File: config.mk
export PLATFORM = sky130hd
export DESIGN_NAME = ibwt_run_decoder
export DESIGN_NICKNAME = d
export VERILOG_FILES = /design/src/hw/rtl/ibwt_pkg.sv /design/src/hw/rtl/ibwt_run_decoder.sv
export SDC_FILE = /design/constraint.sdc
export NUM_CORES = 1
export LEC_CHECK = 0
export BUFFER_PORTS_ARGS = -buffer_cell sky130_fd_sc_hd__buf_2
export CAP_MARGIN = 20
export CELL_PAD_IN_SITES_DETAIL_PLACEMENT = 1
export CELL_PAD_IN_SITES_GLOBAL_PLACEMENT = 2
export CORE_MARGIN = 1
export CORE_UTILIZATION = 29
export CTS_CLUSTER_SIZE = 12
export DETAILED_ROUTE_END_ITERATION = 7
export HOLD_SLACK_MARGIN = 0.03
export PLACE_DENSITY = 0.86
export SETUP_SLACK_MARGIN = 0.1
export SLEW_MARGIN = 5
export SYNTH_ARGS = -nofsm -noshare
export SYNTH_HDL_FRONTEND = slang
export SYNTH_SLANG_ARGS = --single-unit
export TNS_END_PERCENT = 30
File: constraint.sdc
create_clock -name clk -period 3.1 [get_ports clk]
set_clock_uncertainty 0.1 [all_clocks]
set_input_delay 0.62 -clock clk [delete_from_list [all_inputs] [get_ports clk]]
set_output_delay 0.62 -clock clk [all_outputs]
set_load 0.005 [all_outputs]
File: src/hw/rtl/ibwt_pkg.sv
// Package for the inverse BWT run expander: actions, status codes, sizes
// and the randomizer table. No dependencies.
package ibwt_pkg;
	localparam int unsigned BLOCK_DEPTH = 1048576;
	localparam int unsigned AW = $clog2(BLOCK_DEPTH);
	localparam int unsigned LW = AW + 1;

	typedef enum logic [1:0] {
		ACT_LOAD    = 2'd0,
		ACT_BEGIN   = 2'd1,
		ACT_ADVANCE = 2'd2,
		ACT_FINISH  = 2'd3
	} action_t;

	typedef enum logic [1:0] {
		ST_OK     = 2'd0,
		ST_FULL   = 2'd1,
		ST_ORIGIN = 2'd2
	} status_t;

	typedef struct packed {
		logic [1:0]  action;
		logic [7:0]  data_byte;
		logic [19:0] origin_index;
		logic        randomized;
	} in_item_t;

	typedef struct packed {
		logic [7:0] run_byte;
		logic [8:0] run_length;
		logic [1:0] status;
		logic       last;
	} out_item_t;

	localparam logic [9:0] RND_START = 10'd617;

	function automatic logic [9:0] rnd_entry(input logic [8:0] idx);
		int t [0:511];
		t = '{
		619,720,127,481,931,816,813,233,566,247,985,724,205,454,863,491,
		741,242,949,214,733,859,335,708,621,574,73,654,730,472,419,436,
		278,496,867,210,399,680,480,51,878,465,811,169,869,675,611,697,
		867,561,862,687,507,283,482,129,807,591,733,623,150,238,59,379,
		684,877,625,169,643,105,170,607,520,932,727,476,693,425,174,647,
		73,122,335,530,442,853,695,249,445,515,909,545,703,919,874,474,
		882,500,594,612,641,801,220,162,819,984,589,513,495,799,161,604,
		958,533,221,400,386,867,600,782,382,596,414,171,516,375,682,485,
		911,276,98,553,163,354,666,933,424,341,533,870,227,730,475,186,
		263,647,537,686,600,224,469,68,770,919,190,373,294,822,808,206,
		184,943,795,384,383,461,404,758,839,887,715,67,618,276,204,918,
		873,777,604,560,951,160,578,722,79,804,96,409,713,940,652,934,
		970,447,318,353,859,672,112,785,645,863,803,350,139,93,354,99,
		820,908,609,772,154,274,580,184,79,626,630,742,653,282,762,623,
		680,81,927,626,789,125,411,521,938,300,821,78,343,175,128,250,
		170,774,972,275,999,639,495,78,352,126,857,956,358,619,580,124,
		737,594,701,612,669,112,134,694,363,992,809,743,168,974,944,375,
		748,52,600,747,642,182,862,81,344,805,988,739,511,655,814,334,
		249,515,897,955,664,981,649,113,974,459,893,228,433,837,553,268,
		926,240,102,654,459,51,686,754,806,760,493,403,415,394,687,700,
		946,670,656,610,738,392,760,799,887,653,978,321,576,617,626,502,
		894,679,243,440,680,879,194,572,640,724,926,56,204,700,707,151,
		457,449,797,195,791,558,945,679,297,59,87,824,713,663,412,693,
		342,606,134,108,571,364,631,212,174,643,304,329,343,97,430,751,
		497,314,983,374,822,928,140,206,73,263,980,736,876,478,430,305,
		170,514,364,692,829,82,855,953,676,246,369,970,294,750,807,827,
		150,790,288,923,804,378,215,828,592,281,565,555,710,82,896,831,
		547,261,524,462,293,465,502,56,661,821,976,991,658,869,905,758,
		745,193,768,550,608,933,378,286,215,979,792,961,61,688,793,644,
		986,403,106,366,905,644,372,567,466,434,645,210,389,550,919,135,
		780,773,635,389,707,100,626,958,165,504,920,176,193,713,857,265,
		203,50,668,108,645,990,626,197,510,357,358,850,858,364,936,638};
		return 10'(t[idx]);
	endfunction
endpackage

File: src/hw/rtl/ibwt_run_decoder.sv
// Run decoder: four equal bytes then a count byte; flush on finish.
// Depends on ibwt_pkg.
module ibwt_run_decoder import ibwt_pkg::*; (
	input  logic       clk,
	input  logic       arst_n,
	input  logic       feed,
	input  logic [7:0] ch,
	input  logic       flush,
	input  logic       clear,
	output logic       emit,
	output logic [7:0] emit_byte,
	output logic [8:0] emit_len
);
	logic [7:0] char_q;
	logic [2:0] count_q;

	always_comb begin
		emit = 1'b0;
		emit_byte = '0;
		emit_len = '0;
		if (flush) begin
			emit = 1'b1;
			if (count_q != 3'd0) begin
				emit_byte = char_q;
				emit_len = {6'd0, count_q};
			end
		end else if (feed && count_q != 3'd0 &&
				!(ch == char_q && count_q != 3'd4)) begin
			emit = 1'b1;
			emit_byte = char_q;
			emit_len = (count_q == 3'd4) ? ({1'b0, ch} + 9'd4) : {6'd0, count_q};
		end
	end

	always_ff @(posedge clk or negedge arst_n) begin
		if (!arst_n) begin
			char_q <= '0;
			count_q <= '0;
		end else if (flush || clear) begin
			char_q <= '0;
			count_q <= '0;
		end else if (feed) begin
			if (count_q == 3'd0) begin
				char_q <= ch;
				count_q <= 3'd1;
			end else if (ch == char_q && count_q != 3'd4) begin
				count_q <= count_q + 3'd1;
			end else if (count_q == 3'd4) begin
				count_q <= 3'd0;
			end else begin
				char_q <= ch;
				count_q <= 3'd1;
			end
		end
	end
endmodule

==> run metrics <==
setup TNS 0 ns; gr usage total 19.6%; Iter 0 DRT Violations 74; fmax 337 MHz; Max-slew headroom 73.9%; IO Count 31; mapped cell area 1120 µm²; VDD IR-drop max 0.0948 mV; clk root buf clkbuf_8; Tmin final 2.97 ns; post-DP HPWL 2760 µm; largest family of logic cells by synthesized area simple AND/OR/NAND/NOR gates; number of cells on the critical path 6; Syn Inst Count 146; area grow syn2layout 23.4%; Worst Setup Start Kind flip-flop; Tcrit/Tclk final 95.9%; drt total wl 3670 µm; via count 1250; CTS tree done; r2r endpoint char_q[1]; register area 275 µm²; status completed; pwr/cell area 300 nW/µm²; worst r2r src count_q[0]; Starting Density 30.3%; arrival time worst endpoint 2.25 ns; Skew-Pair Late Insertion Delay 0.24 ns; Vias/cell 5.61; Net Count, Synth 162; nets 192; Synth Area in XOR/XNOR 10.2%; CP Max Fanout 5; Bufs on Longest Clock Path 2; cell family with most CP delay simple AND/OR/NAND/NOR gates; GP Congestion 0.745; Lkg Pwr 0.657 nW; Residual DRC 0; worst endpoint required time 2.38 ns; CTS buffer count 3; Cell Rows 22; CP endpoint emit_len[0]; full die area 4110 µm²; GRT overflow 0; post-synthesis mux area share 0%; min-delay worst type primary input to asynchronous set/reset pin; crit path max-delay cell type or4_1; area of the multi-input gates 797 µm²; final design utilization 37.4%; vias in the first global route 1355; post-synthesis area per instance 7.66 µm²; Synth cell types 33; r2r setup slk 0.69 ns; Yosys reg bits 11; fillcell total 473; Final setup violation count 0; Worst setup EP type output pin; CTS HTree Levels 1; first-pass GRT wire length 6300 µm; PortBufs 30; Clk pin slew, worst setup/hold paths 0.06 ns; largest net degree at the start of global routing 17; Worst Setup Path Type flip-flop to output pin; Final Hold Viols 0; drt first pass iters 4; crit path launch count_q[0]; Cell Area, Placed 1320 µm²; design area 1380 µm²; R2R cell count 6; Horiz. Die Dim 64.1 µm; Slew @ Worst Pin 0.388 ns; Adder-Cell Fraction of Synth Area 3.36%; worst path bufs/invs 2; fin. max-slew vios 0; sequential area share after synthesis 24.6%; core area 3690 µm²; complex-gate fraction of the synthesized area 21.6%; Die Y 64.1 µm; WL/cell 16.5 µm; RSZ-0062 raised after global routing yes; initial antenna violation count 0; antenna viol nets, final 0; postcts setup bufs 0; crit-path cells inv_1, ha_1, or4_1, nor3_4, o221ai_1, buf_2; max-cap violations 0; layout cells sized above 1 24.0%; clk sinks 11; post-synthesis simple-gate area fraction 35.0%; Ys Warns 0; ant diodes 0; CP peak stage delay 0.60 ns
[cell usage in the layout (no fill, tap or decap), types with 2 or more instances in the layout]
cell / netlist / routed
buf_2: 2 / 30
nand2_1: 20 / 20
nand3_1: 12 / 12
dfrtp_1: 11 / 11
or4_1: 9 / 9
and3_1: 9 / 9
a21boi_0: 9 / 9
xor2_1: 8 / 8
nor2_1: 8 / 8
o21ai_0: 8 / 8
a2bb2oi_1: 8 / 8
buf_4: 0 / 6
xnor2_1: 5 / 5
nand2b_1: 3 / 3
ha_1: 3 / 3
clkbuf_8: 0 / 3
inv_1: 2 / 2
nor2b_1: 2 / 2
o221ai_1: 2 / 2
nand4_1: 2 / 2
[per-stage QoR]
step	cells	total power, W	hold slack, ns	worst slack (ns)
after floorplan	146	0.000218	0.224	0.435
after global placement	219	0.000254	0.421	0.289
after detailed placement	219	0.000259	0.425	0.212
after CTS	223	0.000411	0.166	0.140
after global routing	223	0.000428	0.172	0.0377
final	223	0.000414	0.159	0.128
[registers in the layout (all words and copies together), names as in the netlist]
signal   flops
char_q       8
count_q      3
[kinds of logic (layout without fill, tap and decap cells)]
family          count (synthesis)  count (layout)
xor+xnor                       13              13
simple gates                   73              73
fa+ha+maj                       3               3
flops                          11              11
compound gates                 33              33
buf+inv                        13              42
[layer usage]
metal / GRT usage [%] / part of all wire (%)
met1: 24.9 / 45
met2: 32.8 / 48
met3: 3.21 / 4.5
met4: 7.50 / 2.0
met5: 0 / 0
[power by group]
group	internal, W	switching (W)
Clock	0.0000908	0.0000637
Sequential	0.000151	0.00000823
Combinational	0.0000389	0.0000613
[cell usage after synthesis (all sizes together)]
cell,number,area share (%)
a31o,1,0.78
nand3,12,5.4
nand4b,1,0.78
o21ai,9,4.0
clkbuf,8,2.7
and4b,1,0.89
nor4,2,1.1
nor3,2,1.3
or4,9,6.0
a41o,1,0.89
nand2b,3,1.7
o211ai,1,0.67
xor2,8,6.3
a311oi,1,0.78
nand2,20,6.7
nor2,8,2.7
inv,2,0.67
a21boi,9,6.0
and3,9,5.0
ha,3,3.4
nand4,2,1.1
a31oi,1,0.56
or3,1,0.56
dfrtp,11,25
buf,3,1.9
and2,1,0.56
a2bb2oi,8,6.3
nor2b,2,1.1
o221ai,2,1.6
xnor2,5,3.9
[area by class of cell]
| cell class | count | share of cell area, % |
|---|---|---|
| multi-input cells | 122 | 57.8 |
| flip-flops and latches | 11 | 19.9 |
| repair buffers | 36 | 14.1 |
| well taps | 48 | 4.35 |
| clock buffers | 4 | 3.26 |
| inverters | 2 | 0.544 |
[worst min path at each step]
| stage | start | endpoint | depth (start not counted) |
|---|---|---|---|
| after detailed placement | arst_n | char_q[1] | 1 |
| final | arst_n | char_q[1] | 1 |
| after CTS | arst_n | char_q[1] | 1 |
| after floorplan | arst_n | char_q[0] | 0 |
| after global routing | arst_n | char_q[1] | 1 |
| after global placement | arst_n | count_q[1] | 1 |
[repair_timing]
item / 4_1_cts / 5_1_grt
setup endpoints to repair: 1 / 11
resized for setup: 1 / 1
hold buffers: 0 / 0
endpoints found under the hold margin: 0 / 0
[worst register-to-register path, delay by kind of cell (launching register included)]
family                   cells  cell delay (ns)
flip-flops                   1             0.43
AND/OR/NAND/NOR              3             1.23
buffers and inverters        2             0.33
adder cells (fa/ha/maj)      1             0.25
(Power assumes the default switching activity.)
